[src/rtl/jsu_pkg.sv]
// Shared types and constants for the JSON string unescaper.
// Used by jsu_front, jsu_queue, jsu_back and json_string_unescape.
`timescale 1ns / 1ps

package jsu_pkg;

  localparam int unsigned QueueDepthDef = 4;

  localparam logic [7:0] CharNul    = 8'h00;
  localparam logic [7:0] CharQuote  = 8'h22;
  localparam logic [7:0] CharBslash = 8'h5C;
  localparam logic [7:0] CharB      = 8'h62;
  localparam logic [7:0] CharF      = 8'h66;
  localparam logic [7:0] CharN      = 8'h6E;
  localparam logic [7:0] CharR      = 8'h72;
  localparam logic [7:0] CharT      = 8'h74;
  localparam logic [7:0] CharU      = 8'h75;

  localparam logic [7:0] CtlBs = 8'h08;
  localparam logic [7:0] CtlFf = 8'h0C;
  localparam logic [7:0] CtlLf = 8'h0A;
  localparam logic [7:0] CtlCr = 8'h0D;
  localparam logic [7:0] CtlHt = 8'h09;

  typedef enum logic [3:0] {
    MODE_WAIT   = 4'd0,
    MODE_TEXT   = 4'd1,
    MODE_ESC    = 4'd2,
    MODE_HEXHI  = 4'd3,
    MODE_PAIRBS = 4'd4,
    MODE_PAIRU  = 4'd5,
    MODE_HEXLO  = 4'd6
  } mode_e;

  typedef enum logic [1:0] {
    KIND_DATA  = 2'd0,
    KIND_QUOTE = 2'd1,
    KIND_NUL   = 2'd2,
    KIND_NOSTR = 2'd3
  } kind_e;

  // One queued result group: a code point (len = byte count - 1) or a terminator.
  typedef struct packed {
    kind_e       kind;
    logic [1:0]  len;
    logic [20:0] cp;
  } cmd_t;

endpackage

[src/rtl/jsu_front.sv]
// Front end: accepts input words, tracks string/escape/hex state and
// issues one command per word that gives results. Depends on jsu_pkg.
`timescale 1ns / 1ps

module jsu_front import jsu_pkg::*; (
  input  logic       clk_i,
  input  logic       rst_ni,
  input  logic       accept_i,
  input  logic [7:0] byte_i,
  output logic       push_o,
  output cmd_t       cmd_o
);

  mode_e       mode_q, mode_d;
  logic [15:0] hex_value_q, hex_value_d;
  logic [1:0]  hex_count_q, hex_count_d;
  logic        hex_bad_q, hex_bad_d;
  logic [9:0]  high_q, high_d;

  logic push;

  // plain text byte
  logic  t_push, t_end;
  mode_e t_mode;
  cmd_t  t_cmd;
  // escaped byte
  logic  e_push, e_end;
  mode_e e_mode;
  cmd_t  e_cmd;
  // hex digit
  logic [3:0]  dig;
  logic        is_dig;
  logic [15:0] hv_n, v;
  logic        bad_n, hex_done, v_zero, v_low, v_high;
  logic [20:0] pair_cp;

  function automatic logic [1:0] utf8_len(logic [20:0] cp);
    if (cp < 21'h80) begin
      return 2'd0;
    end else if (cp < 21'h800) begin
      return 2'd1;
    end else if (cp < 21'h10000) begin
      return 2'd2;
    end
    return 2'd3;
  endfunction

  always_comb begin
    t_push = 1'b0;
    t_end  = 1'b0;
    t_mode = MODE_TEXT;
    t_cmd  = '{kind: KIND_DATA, len: 2'd0, cp: {13'd0, byte_i}};
    if (byte_i == CharQuote) begin
      t_push = 1'b1;
      t_end  = 1'b1;
      t_cmd  = '{kind: KIND_QUOTE, len: 2'd0, cp: 21'd0};
    end else if (byte_i == CharNul) begin
      t_push = 1'b1;
      t_end  = 1'b1;
      t_cmd  = '{kind: KIND_NUL, len: 2'd0, cp: 21'd0};
    end else if (byte_i == CharBslash) begin
      t_mode = MODE_ESC;
    end else begin
      t_push = 1'b1;
    end
  end

  always_comb begin
    e_push = 1'b1;
    e_end  = 1'b0;
    e_mode = MODE_TEXT;
    e_cmd  = '{kind: KIND_DATA, len: 2'd0, cp: {13'd0, byte_i}};
    case (byte_i)
      CharB: e_cmd.cp = {13'd0, CtlBs};
      CharF: e_cmd.cp = {13'd0, CtlFf};
      CharN: e_cmd.cp = {13'd0, CtlLf};
      CharR: e_cmd.cp = {13'd0, CtlCr};
      CharT: e_cmd.cp = {13'd0, CtlHt};
      CharU: begin
        e_push = 1'b0;
        e_mode = MODE_HEXHI;
      end
      CharNul: begin
        e_end = 1'b1;
        e_cmd = '{kind: KIND_NUL, len: 2'd0, cp: 21'd0};
      end
      default: ;
    endcase
  end

  always_comb begin
    dig    = 4'd0;
    is_dig = 1'b1;
    if (byte_i inside {[8'h30:8'h39]}) begin
      dig = byte_i[3:0];
    end else if (byte_i inside {[8'h41:8'h46], [8'h61:8'h66]}) begin
      dig = byte_i[3:0] + 4'd9;
    end else begin
      is_dig = 1'b0;
    end
    hv_n     = {hex_value_q[11:0], dig};
    bad_n    = hex_bad_q | ~is_dig;
    v        = bad_n ? 16'd0 : hv_n;
    hex_done = (hex_count_q == 2'd3);
    v_zero   = (v == 16'd0);
    v_low    = (v[15:10] == 6'b110111);
    v_high   = (v[15:10] == 6'b110110);
    pair_cp  = 21'h10000 + {1'b0, high_q, v[9:0]};
  end

  // next state
  always_comb begin
    logic fin;
    fin         = 1'b0;
    mode_d      = mode_q;
    hex_value_d = hex_value_q;
    hex_count_d = hex_count_q;
    hex_bad_d   = hex_bad_q;
    high_d      = high_q;
    case (mode_q)
      MODE_TEXT: begin
        mode_d = t_mode;
        fin    = t_end;
      end
      MODE_ESC: begin
        mode_d = e_mode;
        fin    = e_end;
        if (e_mode == MODE_HEXHI) begin
          hex_value_d = '0;
          hex_count_d = '0;
          hex_bad_d   = 1'b0;
        end
      end
      MODE_HEXHI, MODE_HEXLO: begin
        if (byte_i == CharNul) begin
          fin = 1'b1;
        end else if (!hex_done) begin
          hex_value_d = hv_n;
          hex_bad_d   = bad_n;
          hex_count_d = hex_count_q + 2'd1;
        end else begin
          hex_value_d = '0;
          hex_count_d = '0;
          hex_bad_d   = 1'b0;
          mode_d      = MODE_TEXT;
          if (mode_q == MODE_HEXLO) begin
            high_d = '0;
          end else if (v_high) begin
            high_d = v[9:0];
            mode_d = MODE_PAIRBS;
          end
        end
      end
      MODE_PAIRBS: begin
        if (byte_i == CharBslash) begin
          mode_d = MODE_PAIRU;
        end else begin
          high_d = '0;
          mode_d = t_mode;
          fin    = t_end;
        end
      end
      MODE_PAIRU: begin
        if (byte_i == CharU) begin
          hex_value_d = '0;
          hex_count_d = '0;
          hex_bad_d   = 1'b0;
          mode_d      = MODE_HEXLO;
        end else begin
          high_d = '0;
          mode_d = e_mode;
          fin    = e_end;
        end
      end
      default: begin
        mode_d = MODE_WAIT;
        if (byte_i == CharQuote) begin
          hex_value_d = '0;
          hex_count_d = '0;
          hex_bad_d   = 1'b0;
          high_d      = '0;
          mode_d      = MODE_TEXT;
        end
      end
    endcase
    if (fin) begin
      mode_d      = MODE_WAIT;
      hex_value_d = '0;
      hex_count_d = '0;
      hex_bad_d   = 1'b0;
      high_d      = '0;
    end
  end

  // outputs
  always_comb begin
    push  = 1'b0;
    cmd_o = '{kind: KIND_DATA, len: 2'd0, cp: 21'd0};
    case (mode_q)
      MODE_TEXT: begin
        push  = t_push;
        cmd_o = t_cmd;
      end
      MODE_ESC: begin
        push  = e_push;
        cmd_o = e_cmd;
      end
      MODE_HEXHI, MODE_HEXLO: begin
        if (byte_i == CharNul) begin
          push  = 1'b1;
          cmd_o = '{kind: KIND_NUL, len: 2'd0, cp: 21'd0};
        end else if (hex_done) begin
          if (mode_q == MODE_HEXHI) begin
            push  = ~v_zero & ~v_low & ~v_high;
            cmd_o = '{kind: KIND_DATA, len: utf8_len({5'd0, v}), cp: {5'd0, v}};
          end else begin
            push  = v_low;
            cmd_o = '{kind: KIND_DATA, len: utf8_len(pair_cp), cp: pair_cp};
          end
        end
      end
      MODE_PAIRBS: begin
        push  = (byte_i != CharBslash) & t_push;
        cmd_o = t_cmd;
      end
      MODE_PAIRU: begin
        push  = (byte_i != CharU) & e_push;
        cmd_o = e_cmd;
      end
      default: begin
        push  = (byte_i != CharQuote);
        cmd_o = '{kind: KIND_NOSTR, len: 2'd0, cp: 21'd0};
      end
    endcase
  end

  assign push_o = accept_i & push;

  always_ff @(posedge clk_i or negedge rst_ni) begin
    if (!rst_ni) begin
      mode_q      <= MODE_WAIT;
      hex_value_q <= '0;
      hex_count_q <= '0;
      hex_bad_q   <= 1'b0;
      high_q      <= '0;
    end else if (accept_i) begin
      mode_q      <= mode_d;
      hex_value_q <= hex_value_d;
      hex_count_q <= hex_count_d;
      hex_bad_q   <= hex_bad_d;
      high_q      <= high_d;
    end
  end

endmodule

[src/rtl/jsu_queue.sv]
// Small command queue between front and back end.
// Depends on jsu_pkg for cmd_t.
`timescale 1ns / 1ps

module jsu_queue import jsu_pkg::*; #(
  parameter int unsigned Depth = QueueDepthDef
) (
  input  logic clk_i,
  input  logic rst_ni,
  input  logic push_i,
  input  cmd_t data_i,
  output logic full_o,
  output logic valid_o,
  output cmd_t data_o,
  input  logic pop_i
);

  localparam int unsigned PtrW = (Depth > 1) ? $clog2(Depth) : 1;
  localparam int unsigned CntW = $clog2(Depth + 1);

  cmd_t            mem_q [Depth];
  logic [PtrW-1:0] wr_ptr_q, wr_ptr_d, rd_ptr_q, rd_ptr_d;
  logic [CntW-1:0] count_q, count_d;

  function automatic logic [PtrW-1:0] ptr_inc(logic [PtrW-1:0] p);
    return (p == PtrW'(Depth - 1)) ? '0 : p + PtrW'(1);
  endfunction

  assign full_o  = (count_q == CntW'(Depth));
  assign valid_o = (count_q != '0);
  assign data_o  = mem_q[rd_ptr_q];

  always_comb begin
    wr_ptr_d = push_i ? ptr_inc(wr_ptr_q) : wr_ptr_q;
    rd_ptr_d = pop_i ? ptr_inc(rd_ptr_q) : rd_ptr_q;
    count_d  = count_q;
    if (push_i && !pop_i) begin
      count_d = count_q + CntW'(1);
    end else if (!push_i && pop_i) begin
      count_d = count_q - CntW'(1);
    end
  end

  always_ff @(posedge clk_i) begin
    if (push_i) begin
      mem_q[wr_ptr_q] <= data_i;
    end
  end

  always_ff @(posedge clk_i or negedge rst_ni) begin
    if (!rst_ni) begin
      wr_ptr_q <= '0;
      rd_ptr_q <= '0;
      count_q  <= '0;
    end else begin
      wr_ptr_q <= wr_ptr_d;
      rd_ptr_q <= rd_ptr_d;
      count_q  <= count_d;
    end
  end

endmodule

[src/rtl/jsu_back.sv]
// Back end: expands queued commands into UTF-8 bytes and terminators,
// one word per cycle while the output is free, into a registered output stage. Depends on jsu_pkg.
`timescale 1ns / 1ps

module jsu_back import jsu_pkg::*; (
  input  logic       clk_i,
  input  logic       rst_ni,
  input  logic       q_valid_i,
  input  cmd_t       q_data_i,
  output logic       q_pop_o,
  output logic       m_tvalid_o,
  input  logic       m_tready_i,
  output logic [7:0] m_tdata_o,
  output kind_e      m_tuser_o,
  output logic       m_tlast_o
);

  logic       cur_valid_q, cur_valid_d;
  cmd_t       cur_q;
  logic [1:0] idx_q;
  logic       out_valid_q, out_valid_d;
  logic [7:0] out_byte_q;
  kind_e      out_kind_q;
  logic       out_last_q;

  logic       out_free, advance, is_last, cur_done, load;
  logic [7:0] gen_byte;

  function automatic logic [7:0] utf8_byte(logic [20:0] cp, logic [1:0] len,
                                           logic [1:0] idx);
    logic [1:0] rest;
    logic [5:0] cont;
    rest = len - idx;
    case (rest)
      2'd0:    cont = cp[5:0];
      2'd1:    cont = cp[11:6];
      2'd2:    cont = cp[17:12];
      default: cont = 6'd0;
    endcase
    if (idx != 2'd0) begin
      return {2'b10, cont};
    end
    case (len)
      2'd0:    return cp[7:0];
      2'd1:    return {3'b110, cp[10:6]};
      2'd2:    return {4'b1110, cp[15:12]};
      default: return {5'b11110, cp[20:18]};
    endcase
  endfunction

  always_comb begin
    out_free = ~out_valid_q | m_tready_i;
    advance  = cur_valid_q & out_free;
    is_last  = (idx_q == cur_q.len);
    cur_done = advance & is_last;
    load     = q_valid_i & (~cur_valid_q | cur_done);
    gen_byte = (cur_q.kind == KIND_DATA) ? utf8_byte(cur_q.cp, cur_q.len, idx_q) : 8'd0;

    cur_valid_d = cur_valid_q;
    if (load) begin
      cur_valid_d = 1'b1;
    end else if (cur_done) begin
      cur_valid_d = 1'b0;
    end

    out_valid_d = out_valid_q;
    if (advance) begin
      out_valid_d = 1'b1;
    end else if (m_tready_i) begin
      out_valid_d = 1'b0;
    end
  end

  assign q_pop_o    = load;
  assign m_tvalid_o = out_valid_q;
  assign m_tdata_o  = out_byte_q;
  assign m_tuser_o  = out_kind_q;
  assign m_tlast_o  = out_last_q;

  always_ff @(posedge clk_i or negedge rst_ni) begin
    if (!rst_ni) begin
      cur_valid_q <= 1'b0;
      out_valid_q <= 1'b0;
      idx_q       <= '0;
    end else begin
      cur_valid_q <= cur_valid_d;
      out_valid_q <= out_valid_d;
      if (load) begin
        idx_q <= '0;
      end else if (advance) begin
        idx_q <= idx_q + 2'd1;
      end
    end
  end

  always_ff @(posedge clk_i) begin
    if (load) begin
      cur_q <= q_data_i;
    end
    if (advance) begin
      out_byte_q <= gen_byte;
      out_kind_q <= cur_q.kind;
      out_last_q <= is_last;
    end
  end

  a_idx_in_range : assert property (@(posedge clk_i) disable iff (!rst_ni)
    cur_valid_q |-> idx_q <= cur_q.len)
    else $error("byte index past end of command");

  a_term_single : assert property (@(posedge clk_i) disable iff (!rst_ni)
    cur_valid_q && cur_q.kind != KIND_DATA |-> cur_q.len == 2'd0)
    else $error("terminator command spans more than one word");

  a_rest_pending : assert property (@(posedge clk_i) disable iff (!rst_ni)
    m_tvalid_o && m_tready_i && !m_tlast_o |-> cur_valid_q)
    else $error("sequence cut before its last word");

  a_no_pop_empty : assert property (@(posedge clk_i) disable iff (!rst_ni)
    q_pop_o |-> q_valid_i)
    else $error("pop from empty queue");

endmodule

[src/rtl/json_string_unescape.sv]
// Top level of the JSON string unescaper: front end, command queue, back end.
// Depends on jsu_pkg, jsu_front, jsu_queue and jsu_back.
//
// Input stream: one byte of JSON text per word on s_tdata_i, starting at
// the opening quote. Output stream: decoded bytes on m_tdata_o, with the
// word kind on m_tuser_o (data, closed by quote, ended by NUL, not a
// string) and m_tlast_o marking the final word caused by one input byte.
// An input byte that gives no output (opening quote, backslash, hex digits,
// dropped surrogates) is simply absorbed.
//
// Throughput: one input word per cycle while the queue has room. Each input
// byte produces at most one command; the back end emits one word per cycle
// while the receiver takes them, so a code point of N UTF-8 bytes gives N words.
// Results pass the queue, the command register and the output register.
//
// When the receiver stalls, the output register holds, the back end waits
// and the queue (QueueDepth commands) absorbs input until full, at which
// point s_tready_o drops. Reset empties the queue and output and returns
// the decoder to waiting for an opening quote.
`timescale 1ns / 1ps

module json_string_unescape import jsu_pkg::*; #(
  parameter int unsigned QueueDepth = QueueDepthDef
) (
  input  logic       clk_i,
  input  logic       rst_ni,
  input  logic       s_tvalid_i,
  output logic       s_tready_o,
  input  logic [7:0] s_tdata_i,   // [7:0] in_byte
  output logic       m_tvalid_o,
  input  logic       m_tready_i,
  output logic [7:0] m_tdata_o,   // [7:0] out_byte
  output logic [1:0] m_tuser_o,   // [1:0] kind
  output logic       m_tlast_o
);

  logic  q_full, q_push, q_valid, q_pop, accept;
  cmd_t  push_cmd, head_cmd;
  kind_e out_kind;

  assign s_tready_o = ~q_full;
  assign accept     = s_tvalid_i & ~q_full;
  assign m_tuser_o  = out_kind;

  jsu_front u_front (
    .clk_i    (clk_i),
    .rst_ni   (rst_ni),
    .accept_i (accept),
    .byte_i   (s_tdata_i),
    .push_o   (q_push),
    .cmd_o    (push_cmd)
  );

  jsu_queue #(
    .Depth (QueueDepth)
  ) u_queue (
    .clk_i   (clk_i),
    .rst_ni  (rst_ni),
    .push_i  (q_push),
    .data_i  (push_cmd),
    .full_o  (q_full),
    .valid_o (q_valid),
    .data_o  (head_cmd),
    .pop_i   (q_pop)
  );

  jsu_back u_back (
    .clk_i      (clk_i),
    .rst_ni     (rst_ni),
    .q_valid_i  (q_valid),
    .q_data_i   (head_cmd),
    .q_pop_o    (q_pop),
    .m_tvalid_o (m_tvalid_o),
    .m_tready_i (m_tready_i),
    .m_tdata_o  (m_tdata_o),
    .m_tuser_o  (out_kind),
    .m_tlast_o  (m_tlast_o)
  );

endmodule
[config.mk]
export PLATFORM = sky130hd
export DESIGN_NAME = json_string_unescape
export DESIGN_NICKNAME = d
export VERILOG_FILES = /design/src/rtl/jsu_pkg.sv /design/src/rtl/jsu_front.sv /design/src/rtl/jsu_queue.sv /design/src/rtl/jsu_back.sv /design/src/rtl/json_string_unescape.sv
export SDC_FILE = /design/constraint.sdc
export NUM_CORES = 1
export LEC_CHECK = 0
export BUFFER_PORTS_ARGS = -buffer_cell sky130_fd_sc_hd__buf_2
export CELL_PAD_IN_SITES_DETAIL_PLACEMENT = 1
export CELL_PAD_IN_SITES_GLOBAL_PLACEMENT = 1
export CORE_MARGIN = 4
export CORE_UTILIZATION = 52
export DETAILED_ROUTE_END_ITERATION = 7
export PLACE_DENSITY_LB_ADDON = 0.1
export SLEW_MARGIN = 20
export SYNTH_ARGS = -nofsm -noshare
export SYNTH_HDL_FRONTEND = slang
export SYNTH_SLANG_ARGS = --single-unit
[constraint.sdc]
create_clock -name clk_i -period 4.7 [get_ports clk_i]
set_input_delay 0.94 -clock clk_i [delete_from_list [all_inputs] [get_ports clk_i]]
set_output_delay 0.94 -clock clk_i [all_outputs]
set_load 0.05 [all_outputs]
; ---- Yosys cells after proc, flatten, opt, wreduce, memory -nomap -nowiden
; Memories as Yosys holds them, arrays and structs flattened. A register that Yosys moved wholly into a read port is not among the register bits.
; Index checks and enable logic that the tools add are counted.
[totals]
ff_bits = 51
mem_bits_rw = 100
input_bits = 12
mem_count = 1
[memory_table]
columns = name, words, word_bits, rd, rd_ports_with_merged_regs, wr, line
row1 = u_queue.mem_q, 4, 25, 1, 1, 1, jsu_queue.sv:21  ; cmd_t mem_q [Depth];
[op_classes]
add_sub_neg = 9
n_lt_le_gt_ge = 11
n_eq_ne = 38
n_mux = 104
n_bitwise = 19
n_reduce_logical = 29
[ops]
columns = operator, count
row1 = 2-to-1 mux 25 bit, 4
row2 = 2-to-1 mux 10 bit, 8
row3 = case mux 25 bit (3 select lines), 1
row4 = 2-to-1 mux 12 bit, 6
row5 = equality test 8 x 7 -> 1 bit (second input constant), 7
row6 = case mux 12 bit (4 select lines), 1
row7 = case mux 8 bit (6 select lines), 1
row8 = 2-to-1 mux 4 bit, 10
row9 = case mux 10 bit (4 select lines), 1
row10 = 2-to-1 mux 1 bit, 38
row11 = 2-to-1 mux 2 bit, 19
row12 = case mux 8 bit (3 select lines), 1
row13 = 2-to-1 mux 23 bit, 1
row14 = adder 17 x 20 -> 21 bit (first input constant), 1
row15 = < comparator 21 x 12 -> 1 bit (second input constant), 1
row16 = < comparator 21 x 17 -> 1 bit (second input constant), 1
row17 = < comparator 21 x 8 -> 1 bit (second input constant), 1
row18 = case mux 4 bit (5 select lines), 1
row19 = case mux 6 bit (3 select lines), 1
row20 = greater-or-equal comparator 8 x 7 -> 1 bit (second input constant), 2
row21 = <= comparator 8 x 7 -> 1 bit (second input constant), 2
row22 = logical NOT 16 bit, 1
row23 = < comparator 16 x 12 -> 1 bit (second input constant), 1
row24 = < comparator 16 x 8 -> 1 bit (second input constant), 1
row25 = other kinds (43), 99

; ---- Depth between registers and ports, before layout
; Gate-level depths: netlist of run 1.
[logic_depth]
ltp_word = 22
depth_mapped = 14

; ---- Hierarchy
; A second synthesis of run 1 with hierarchy kept.
[hier_totals]
cells_unflattened = 626
hier_area_um2 = 8476.9
[by_module_without_submodules]
columns = module, instances, cells_each, area_each_um2, seq_area_each_um2
row1 = jsu_queue, 1, 168, 4072.7, 3178.0
row2 = jsu_front, 1, 310, 2494.9, 700.7
row3 = jsu_back, 1, 146, 1899.3, 1181.1
row4 = json_string_unescape, 1, 2, 10.0, 0.0

; ---- Worst setup path after synthesis of run 1
; Ideal clock, no wire load.
[synth_timing]
kind = input to register
startpoint = in m_tready_i
endpoint = reg u_queue.count_q[1]
setup_ns = 0.125
arrival_ns = 3.703
required_time_ns = 4.575
setup_slack_ns = 0.872
path_stages = 8
path_buffers = 0
cell_sequence = nand2b_1 -> nand2_1 -> a21oi_1 -> inv_1 -> ha_1 -> inv_1 -> fa_1 -> mux2_2
[synth_via]
elab_chain_len = 8
word_cells_on_any_way = 10
[synth_lines]
columns = element, line
row1 = start: declaration, json_string_unescape.sv:31  ; input logic m_tready_i,
row2 = bitwise OR 1 bit, jsu_back.sv:52  ; out_free = ~out_valid_q | m_tready_i;
row3 = AND 1 bit, jsu_back.sv:53  ; advance = cur_valid_q & out_free;
row4 = AND 1 bit, jsu_back.sv:55  ; cur_done = advance & is_last;
row5 = bitwise OR 1 bit, jsu_back.sv:56  ; load = q_valid_i & (~cur_valid_q | cur_done);
row6 = AND 1 bit, jsu_back.sv:56
row7 = net q_pop, json_string_unescape.sv:37  ; logic q_full, q_push, q_valid, q_pop, accept;
row8 = logical NOT 1 bit, jsu_queue.sv:37  ; if (push_i && !pop_i) begin
row9 = logical AND 1 bit, jsu_queue.sv:37
row10 = 2-to-1 mux 3 bit, jsu_queue.sv:37
row11 = net u_queue.count_d[1], jsu_queue.sv:23  ; logic [CntW-1:0] count_q, count_d;
row12 = end signal: assignment, jsu_queue.sv:58  ; count_q <= count_d;
row13 = end: declaration, jsu_queue.sv:23
; The timed path passes the listed nets, and every way through them passes these cells.
; A chain may end at the register's enable or synchronous reset.

; ---- Worst setup path after layout of run 1
[layout_timing]
startpoint = in s_tdata_i[1]
endpoint = reg u_queue.count_q[1]
[layout_via]
word_cells_on_any_way = 49
[layout_lines]
columns = element, line
row1 = start: declaration, json_string_unescape.sv:29  ; input logic [7:0] s_tdata_i,
row2 = greater-or-equal comparator 8 x 7 -> 1 bit or <= comparator 8 x 7 -> 1 bit (tied branches), jsu_front.sv:96  ; end else if (byte_i inside {[8'h41:8'h46], [8'h61:8'h66]}) begin
row3 = logical AND 1 bit, jsu_front.sv:96
row4 = nonzero test 2 bit, jsu_front.sv:96
row5 = 2-to-1 mux 1 bit, jsu_front.sv:96
row6 = 2-to-1 mux 1 bit, jsu_front.sv:94  ; if (byte_i inside {[8'h30:8'h39]}) begin
row7 = inverter 1 bit, jsu_front.sv:102  ; bad_n = hex_bad_q | ~is_dig;
row8 = bitwise OR 1 bit, jsu_front.sv:102
row9 = 2-to-1 mux 16 bit, jsu_front.sv:103  ; v = bad_n ? 16'd0 : hv_n;
row10 = [... 5 more ...], --
row11 = 2-to-1 mux 1 bit, jsu_front.sv:212  ; end else if (hex_done) begin
row12 = 2-to-1 mux 1 bit, jsu_front.sv:209  ; if (byte_i == CharNul) begin
row13 = case mux 1 bit (5 select lines) *, jsu_front.sv:199  ; case (mode_q)
row14 = AND 1 bit *, jsu_front.sv:237  ; assign push_o = accept_i & push;
row15 = net q_push, json_string_unescape.sv:37
row16 = logical AND 1 bit *, jsu_queue.sv:37
row17 = 2-to-1 mux 3 bit *, jsu_queue.sv:37
row18 = net u_queue.count_d[1], jsu_queue.sv:23
; The timed path passes the listed nets; every way through them passes the cells marked *.

==> reports/metrics.cfg, run 1 <==
[clocking]
cts.root.buffer_cell = clkbuf_16
cts_resized = 0
clk_pin_slew_ns = 0.07
worstSkewPairLatency_ns = 0.43
cts.sinks = 175
cts_made_buffers = 17
clockBufferDepth = 2
cts_htree_levels = 4
cts_tree = done
hold_buffers = 0
cts_setup_buffers = 0

[timing]
timing.fmax_mhz = 264
final.setup.worst_slack_ns = 0.914
tightest_slew_ns = 1.13
min_period_ns = 3.79
hold_ws_ns = 0.503
finalSetupViolations = 0
relSlewSlack_pct = 24.3
fin_skew_ns = 0.0139
hold_viol_final = 0
post-route-period-util_pct = 80.6
setup_tns_ns = 0
slew_violations = 0
rsz0062_at_grt = false

[setup_path]
crit_start = s_tdata_i[1]
critPathLaunchType = input port
crit_type = input port to flop
r2r_start = u_front.mode_q[2]
cp-end-kind = flop
crit_required_ns = 5.02
crit_fanout = 8
cp.arrival_ns = 4.10

[synth]
ys.flop_type = edfxtp_1
netlist_area_sq_mm = 0.00839
ys_warn_count = 0
async_reset_ff_share_pct = 22.3
synth-seq-area-share_pct = 60.3
ys_seq_elements = 175
syn_avg_cell_area_sq_um = 13.7
synthCells = 612
synth_edf_count = 136
synth.distinct_cells = 78
syn-num-nets = 644

[flow_run]
cap_viol_max_count = 0

[floorplanning]
row_count = 46
die_height_um = 135
die_w_um = 135
initial_utilization_pct = 53.0
coreArea_sq_mm = 0.0158
io-pin-count = 25
die_area_sq_mm = 0.0182

[global_routing]
grt_max_degree = 40
grt-ovfl-total = 0
grt_pass1_vias = 5701
antenna_found_initial = 0
gr-usage-all-layers_pct = 23.4
grt_pass1_wl_um = 32100

[detailed_routing]
avgViaCountPerCell = 6.10
drtAntennaViolNets = 0
drtIter0Drc = 355
dr.pass1.iters = 6
wl_per_cell_um = 23.1
drt-total-wl_um = 20000
drc_errors = 0
num_vias = 5270

[min_path]
min_path_type = input port to async pin

[layout]
nets = 667
drive_above_1_share_pct = 19.1
diodes = 0
layout_common_cells = 136 x edfxtp_1, 52 x nor2_1, 39 x dfrtp_1, 34 x nand2_1, 29 x inv_1
final_common_cell = edfxtp_1
area_delta_synth_final_pct = 10.8

[power_and_ir_drop]
ir_drop_mv = 0.319
p_leak_uw = 0.00343
p_per_area_mw_per_mm2 = 554

[placed_design]
dpl_worst_slack_ns = 0.515
gp_congestion = 0.835
port-buffer-count = 24
place_hpwl_um = 13800

[status]
run_status = finished clean

==> power by group <==
part / internal, uW / switching, uW
clock: 777 / 623
sequential: 2110 / 169
combinational: 579 / 895
total: 3470 / 1690
==> layer usage <==
layer,global-route usage [%],vias to the layer above,share of wire [%]
met3,4.14,33,3.9
met1,30.2,2692,42
li1,-,2412,-
met4,8.06,0,2.6
met2,40.4,133,51
met5,0,-,0
==> registers in the layout, indices dropped and copies added (netlist names) <==
name,cells
u_front.mode_q,3
u_queue.count_q,3
u_front.hex_value_q,12
u_back.cur_valid_q,1
u_back.m_tvalid_o,1
u_front.high_q,10
u_front.hex_bad_q,1
u_back.m_tuser_o,2
u_queue.wr_ptr_q,2
u_back.m_tdata_o,8
u_front.hex_count_q,2
u_queue.mem_q,100
u_queue.rd_ptr_q,2
u_back.m_tlast_o,1
u_back.idx_q,2
u_back.cur_q,25
==> final timing paths <==
path	cells after the start	to	slack [ns]
min in group clk_i	1	u_queue.count_q[2]	0.50
setup / recovery	12	u_queue.count_q[1]	0.91
hold reg to reg	1	u_queue.count_q[2]	0.50
setup reg to reg	9	u_queue.count_q[1]	1.24
hold / removal	1	u_queue.rd_ptr_q[1]	0.50
max in group asynchronous	1	u_front.hex_value_q[3]	3.77
==> metrics by stage <==
step           cells  utilization (%)  total power (uW)  instance area (sq um)
3_3_place_gp     832             55.0              3700                   8700
2_1_floorplan    612                -              3350                   8390
3_5_place_dp     832             55.0              3780                   8700
5_1_grt          864             58.7              5430                   9300
4_1_cts          864             58.7              5200                   9290
6_report         864             58.7              5150                   9300
==> cells by family (layout without fill, tap and decap cells) <==
group,count (synthesis),in the layout,synth area share (%)
flops,175,175,60.3
simple gates,172,172,10.5
compound gates,115,115,10.3
mux,61,61,11.6
buf+inv,58,94,3.10
fa+ha+maj,21,21,3.19
xor+xnor,10,10,1.04
==> worst max-delay path, cell delays in order <==
cell	delay, ns
buf_2	0.15
inv_1	0.12
ha_1	0.27
o21bai_1	0.15
a21oi_1	0.27
mux2_2	0.40
o41ai_1	0.57
a21oi_2	0.21
ha_1	0.28
inv_1	0.09
fa_1	0.38
mux2_2	0.27
==> synth_stat cells, types with 4 or more instances <==
cell type  number  area, sq um
a21oi_1        15         75.1
xor2_1          5         43.8
edfxtp_1      136         4080
and3_1          6         37.5
o21ai_0        17         85.1
dfrtp_1        39          976
a22o_1          7         61.3
ha_1           19          238
clkbuf_1       17         63.8
a222oi_1        4         40.0
or4_1           4         30.0
a211oi_1        5         37.5
or3_1           4         25.0
and2_1          9         56.3
nand2_1        34          128
xnor2_1         5         43.8
buf_1           5         18.8
o31ai_1         4         30.0
inv_1          29          109
nor2_1         52          195
mux2_1          6         67.6
nand2b_1        9         56.3
mux4_2         25          563
nor2b_1         5         31.3
mux2_4          6         90.1
buf_6           5         56.3
o22ai_1         9         56.3
nand3_1        14         70.1
nor3_1         11         55.1
o21bai_1        5         37.5
a221oi_1        4         35.0
mux2i_1        14          140
or2_2           4         25.0
mux2_2         10          113
==> cell type report <==
class / instances / area [sq um]
Timing Repair Buffer: 33 / 190
Clock buffer: 19 / 453
Fill cell: 1543 / 6530
Multi-Input combinational cell: 379 / 3070
Inverter: 29 / 109
Tap cell: 216 / 270
Clock inverter: 13 / 141
Sequential cell: 175 / 5060
Power figures use the tool's default switching activity.
==> run 2: changes to the inputs <==
- clock period: 4.7 -> 4 ns (I/O delays scaled with it)
==> run 2 against run 1 <==
Power up 17%. Worst hold slack got worse by 0.13 ns. Sequential share of layout area down 0.41 points. Global-route usage is 0.19 points lower. Sequential power rose by 18%. Non-clock buffer count rose by 9. Critical path depth did not move. Via count rose by 1.7%. Utilization up 0.45 points. Critical endpoint unchanged. Largest power group unchanged.
==> reports/metrics.cfg, run 2 (synthesis results as in run 1) <==
[status]
run_status = finished clean

[setup_path]
critPathLaunchType = input port
crit_required_ns = 4.30
cp.arrival_ns = 3.67
cp-end-kind = flop
crit_fanout = 8
crit_type = input port to flop
r2r_slack_ns = 0.70

[detailed_routing]
drc_errors = 0
dr.pass1.iters = 6
avgViaCountPerCell = 6.14
num_vias = 5360
drtIter0Drc = 467
wl_met2_um = 10100
met1_length_um = 8560
drtAntennaViolNets = 0
top_layer = met4
wl_per_cell_um = 22.8
wl_met3_um = 715
drt-total-wl_um = 19900

[clocking]
cts_htree_levels = 4
cts_setup_buffers = 0
worstSkewPairLatency_ns = 0.43
cts_made_buffers = 17
hold_buffers = 0
cts.sinks = 175
clk_pin_slew_ns = 0.07
cts_tree = done
cts.root.buffer_cell = clkbuf_16
clockBufferDepth = 2
cts_resized = 0

[flow_run]
cap_viol_max_count = 0

[timing]
final.setup.worst_slack_ns = 0.635
slew_violations = 0
tightest_slew_ns = 1.09
rsz0062_at_grt = false
post-route-period-util_pct = 84.1
timing.fmax_mhz = 297
relSlewSlack_pct = 26.9
setup_tns_ns = 0
hold_viol_final = 0
min_period_ns = 3.37
fin_skew_ns = 0.0135
finalSetupViolations = 0

[power_and_ir_drop]
p_leak_uw = 0.00348
ir_drop_mv = 0.357
p_per_area_mw_per_mm2 = 643

[layout]
diodes = 0
fill_cells = 1555
final_common_cell = edfxtp_1
top_register = u_queue.mem_q
top_regs = u_queue.mem_q x100, u_back.cur_q x25, u_front.hex_value_q x12
nets = 676
layout_common_cells = 136 x edfxtp_1, 52 x nor2_1, 39 x dfrtp_1, 34 x nand2_1, 29 x inv_1
area_delta_synth_final_pct = 11.7
drive_above_1_share_pct = 19.9
largest_register_ffs = 100

[placed_design]
dpl_worst_slack_ns = 0.184
gp_congestion = 0.896
place_hpwl_um = 14100
port-buffer-count = 24

[global_routing]
grt_pass1_vias = 5607
antenna_found_initial = 0
grt-ovfl-total = 0
grt_max_degree = 40
grt_pass1_wl_um = 31700
gr-usage-all-layers_pct = 23.2

[floorplanning]
initial_utilization_pct = 53.0
row_count = 46
die_w_um = 135
die_height_um = 135
io-pin-count = 25
coreArea_sq_mm = 0.0158
die_area_sq_mm = 0.0182

[min_path]
min_path_type = input port to async pin

[run 2: per-layer routing]
layer / vias to the layer above / GRT usage [%]
met1: 2763 / 30.7
met4: 0 / 7.56
met3: 38 / 4.55
met2: 136 / 39.2
li1: 2423 / -
met5: - / 0
[run 2: final cells by class]
cell class	instances	area (sq um)	area share, %
flip-flops and latches	175	5060	54.0
multi-input cells	379	3070	32.8
clock buffers	19	433	4.62
repair buffers	42	295	3.15
well taps	216	270	2.89
clock inverters	13	128	1.36
inverters	29	109	1.16
[run 2: worst paths after layout]
path | to | start | depth (start not counted)
setup reg to reg | u_queue.count_q[1] | u_front.mode_q[0] | 9
setup / recovery | u_queue.count_q[1] | s_tdata_i[1] | 12
min in group clk_i | u_queue.count_q[2] | u_queue.count_q[2] | 1
hold reg to reg | u_queue.count_q[2] | u_queue.count_q[2] | 1
hold / removal | u_queue.rd_ptr_q[0] | rst_ni | 1
max in group asynchronous | u_queue.count_q[0] | rst_ni | 1
[run 2: metrics by stage]
| step | util, % | cells | hold WS, ns | cell area, sq um | total power [uW] |
|---|---|---|---|---|---|
| 2_1_floorplan | - | 612 | 0.457 | 8390 | 3940 |
| 3_3_place_gp | 55.6 | 841 | 0.473 | 8800 | 4400 |
| 3_5_place_dp | 55.6 | 841 | 0.502 | 8800 | 4500 |
| 4_1_cts | 59.2 | 873 | 0.508 | 9360 | 6080 |
| 5_1_grt | 59.2 | 873 | 0.397 | 9370 | 6350 |
| 6_report | 59.2 | 873 | 0.370 | 9370 | 6020 |
[run 2: critical path, cell delays in order]
cell and delay, ns:
buf_2 0.15, inv_1 0.11, ha_1 0.25, o21bai_1 0.14, a21oi_1 0.25, mux2_2 0.38, o41ai_1 0.45, a21oi_2 0.13
ha_1 0.24, inv_1 0.09, fa_1 0.40, mux2_2 0.28
[run 2: power breakdown]
group | leakage (uW) | total, uW | internal [uW] | switching, uW
logic | 0.00144 | 1780 | 714 | 1070
registers | 0.00175 | 2680 | 2480 | 200
clock network | 0.000276 | 1560 | 871 | 691
total | 0.00348 | 6020 | 4060 | 1960
==> run 3: changes to the inputs <==
- CORE_UTILIZATION: 52 -> 47
- clock period: 4 -> 3.04 ns (I/O delays scaled with it)
==> run 3 against run 2 <==
Worst hold slack got worse by 0.18 ns. Via count up 3.1%. Count of clock-buffer cells in the layout increased by 1. Die area increased by 10%. Register-to-register slack got worse by 0.58 ns. Design area up 6.6%. Utilization is 1.9 points lower. Setup slack lost 0.51 ns.
==> reports/metrics.cfg, run 3 (synthesis results as in run 1) <==
[setup_path]
cp_num_buf_inv = 2
r2r_cells = 10
rr_endpoint = u_queue.count_q[1]
critical-path-max-stage-delay_ns = 0.59
crit_chain = or4_1, nor3_1, o211ai_1, o41ai_2, buf_4, a21oi_2, ha_2, inv_2, fa_2, mux2_2
r2r_start = u_front.hex_value_q[4]
crit_type = flop to flop
r2r_slack_ns = 0.12
critPathLaunchType = flop
crit_required_ns = 3.34
cp.arrival_ns = 3.22
crit_slowest_cell = or4_1
crit_fanout = 3
cp_top_family = simple AND/OR/NAND/NOR gates
crit_start = u_front.hex_value_q[4]
cp-end-kind = flop

[layout]
top_register = u_queue.mem_q
top_regs = u_queue.mem_q x100, u_back.cur_q x25, u_front.hex_value_q x12
fill_cells = 1760
drive_above_1_share_pct = 28.7
fin_area_sq_mm = 0.00998
final_core_util_pct = 57.3
final_common_cell = edfxtp_1
diodes = 0
largest_register_ffs = 100
layout_common_cells = 136 x edfxtp_1, 75 x buf_4, 52 x nor2_1, 39 x dfrtp_1, 34 x nand2_1
area_delta_synth_final_pct = 19.0
nets = 740

[detailed_routing]
drc_errors = 0
drt-total-wl_um = 20300
dr.pass1.iters = 5
avgViaCountPerCell = 5.84
drtAntennaViolNets = 0
drtIter0Drc = 405
wl_per_cell_um = 21.5
num_vias = 5524

[floorplanning]
die_area_sq_mm = 0.0200
row_count = 48
initial_utilization_pct = 48.2
die_height_um = 142
io-pin-count = 25
die_w_um = 142
coreArea_sq_mm = 0.0174

[global_routing]
grt-ovfl-total = 0
grt_pass1_wl_um = 33400
grt_pass1_vias = 6022
antenna_found_initial = 0
grt_max_degree = 40
gr-usage-all-layers_pct = 21.8

[power_and_ir_drop]
switching_share_pct = 32.1
p_per_area_mw_per_mm2 = 818
sequentialPowerShare_pct = 43.6
ir_drop_mv = 0.545
total_power_uw = 8160
p_leak_uw = 0.00382
comb_power_share_pct = 30.5
clkPwrFrac_pct = 25.9
p_sw_uw = 2620
internal_power_uw = 5540

[status]
run_status = finished clean

[clocking]
cts.sinks = 175
cts_htree_levels = 4
cts_made_buffers = 17
worstSkewPairLatency_ns = 0.42
clockBufferDepth = 2
clk_pin_slew_ns = 0.07
hold_buffers = 0
cts.root.buffer_cell = clkbuf_16
cts_tree = done

[timing]
rsz0062_at_grt = false
fin_skew_ns = 0.0106
slew_violations = 0
finalSetupViolations = 0
setup_tns_ns = 0
timing.fmax_mhz = 343
min_period_ns = 2.92
tightest_slew_ns = 0.612
post-route-period-util_pct = 96.0
hold_viol_final = 0
relSlewSlack_pct = 58.8

[min_path]
min_path_type = input port to async pin

[placed_design]
place_hpwl_um = 15200
place_area_sq_mm = 0.00937
gp_congestion = 0.896
port-buffer-count = 24

[flow_run]
cap_viol_max_count = 0

-- run 3: changes by cell type in the layout (fill, tap and decap cells not counted), sizes merged --
cell and change:
inv -2, clkbuf +1, buf +64, clkinv +1
-- run 3: final cells by class --
cell class	count	area, sq um	area share, %
flip-flops and latches	175	5060	50.7
multi-input cells	379	3110	31.1
repair buffers	106	838	8.40
clock buffers	20	457	4.58
well taps	225	282	2.82
clock inverters	12	130	1.30
inverters	29	109	1.09
-- run 3: routing by layer --
metal,up-vias,global-route usage (%),share of wire [%]
met1,2831,27.6,43
met3,24,3.27,3.0
met2,109,38.6,53
met5,-,0,0
met4,0,6.92,1.8
li1,2560,-,-
-- run 3: metrics by stage --
stage	cells	hold slack [ns]	setup slack (ns)
CTS	946	0.390	0.0410
global placement	914	0.474	-0.315
detailed placement	914	0.488	-0.443
floorplan	612	0.312	-0.325
global route	946	0.216	0.0158
finish	946	0.188	0.121
-- run 3: repair_timing --
item,in CTS,in global routing
buffers inserted,0,0
hold endpoints to repair,0,0
setup endpoints to repair,1,2
pin swaps,0,1
gates resized for setup,1,2
-- run 3: worst max-delay path by stage --
stage | cells after the start | end | slack (ns)
after global placement | 13 | u_queue.count_q[1] | -0.31
after global routing | 13 | u_queue.count_q[2] | 0.02
after detailed placement | 13 | u_queue.count_q[1] | -0.44
after CTS | 13 | u_queue.count_q[2] | 0.04
after floorplan | 14 | u_queue.count_q[2] | -0.33
final | 10 | u_queue.count_q[1] | 0.12
-- run 3: power groups by stage --
stage | sequential [uW] | combinational, uW | clock, uW
after floorplan | 3600 | 1590 | 0
after global placement | 3570 | 2400 | 0
after detailed placement | 3610 | 2500 | 0
after CTS | 3570 | 2520 | 2160
after global routing | 3610 | 2720 | 2290
final | 3560 | 2490 | 2110
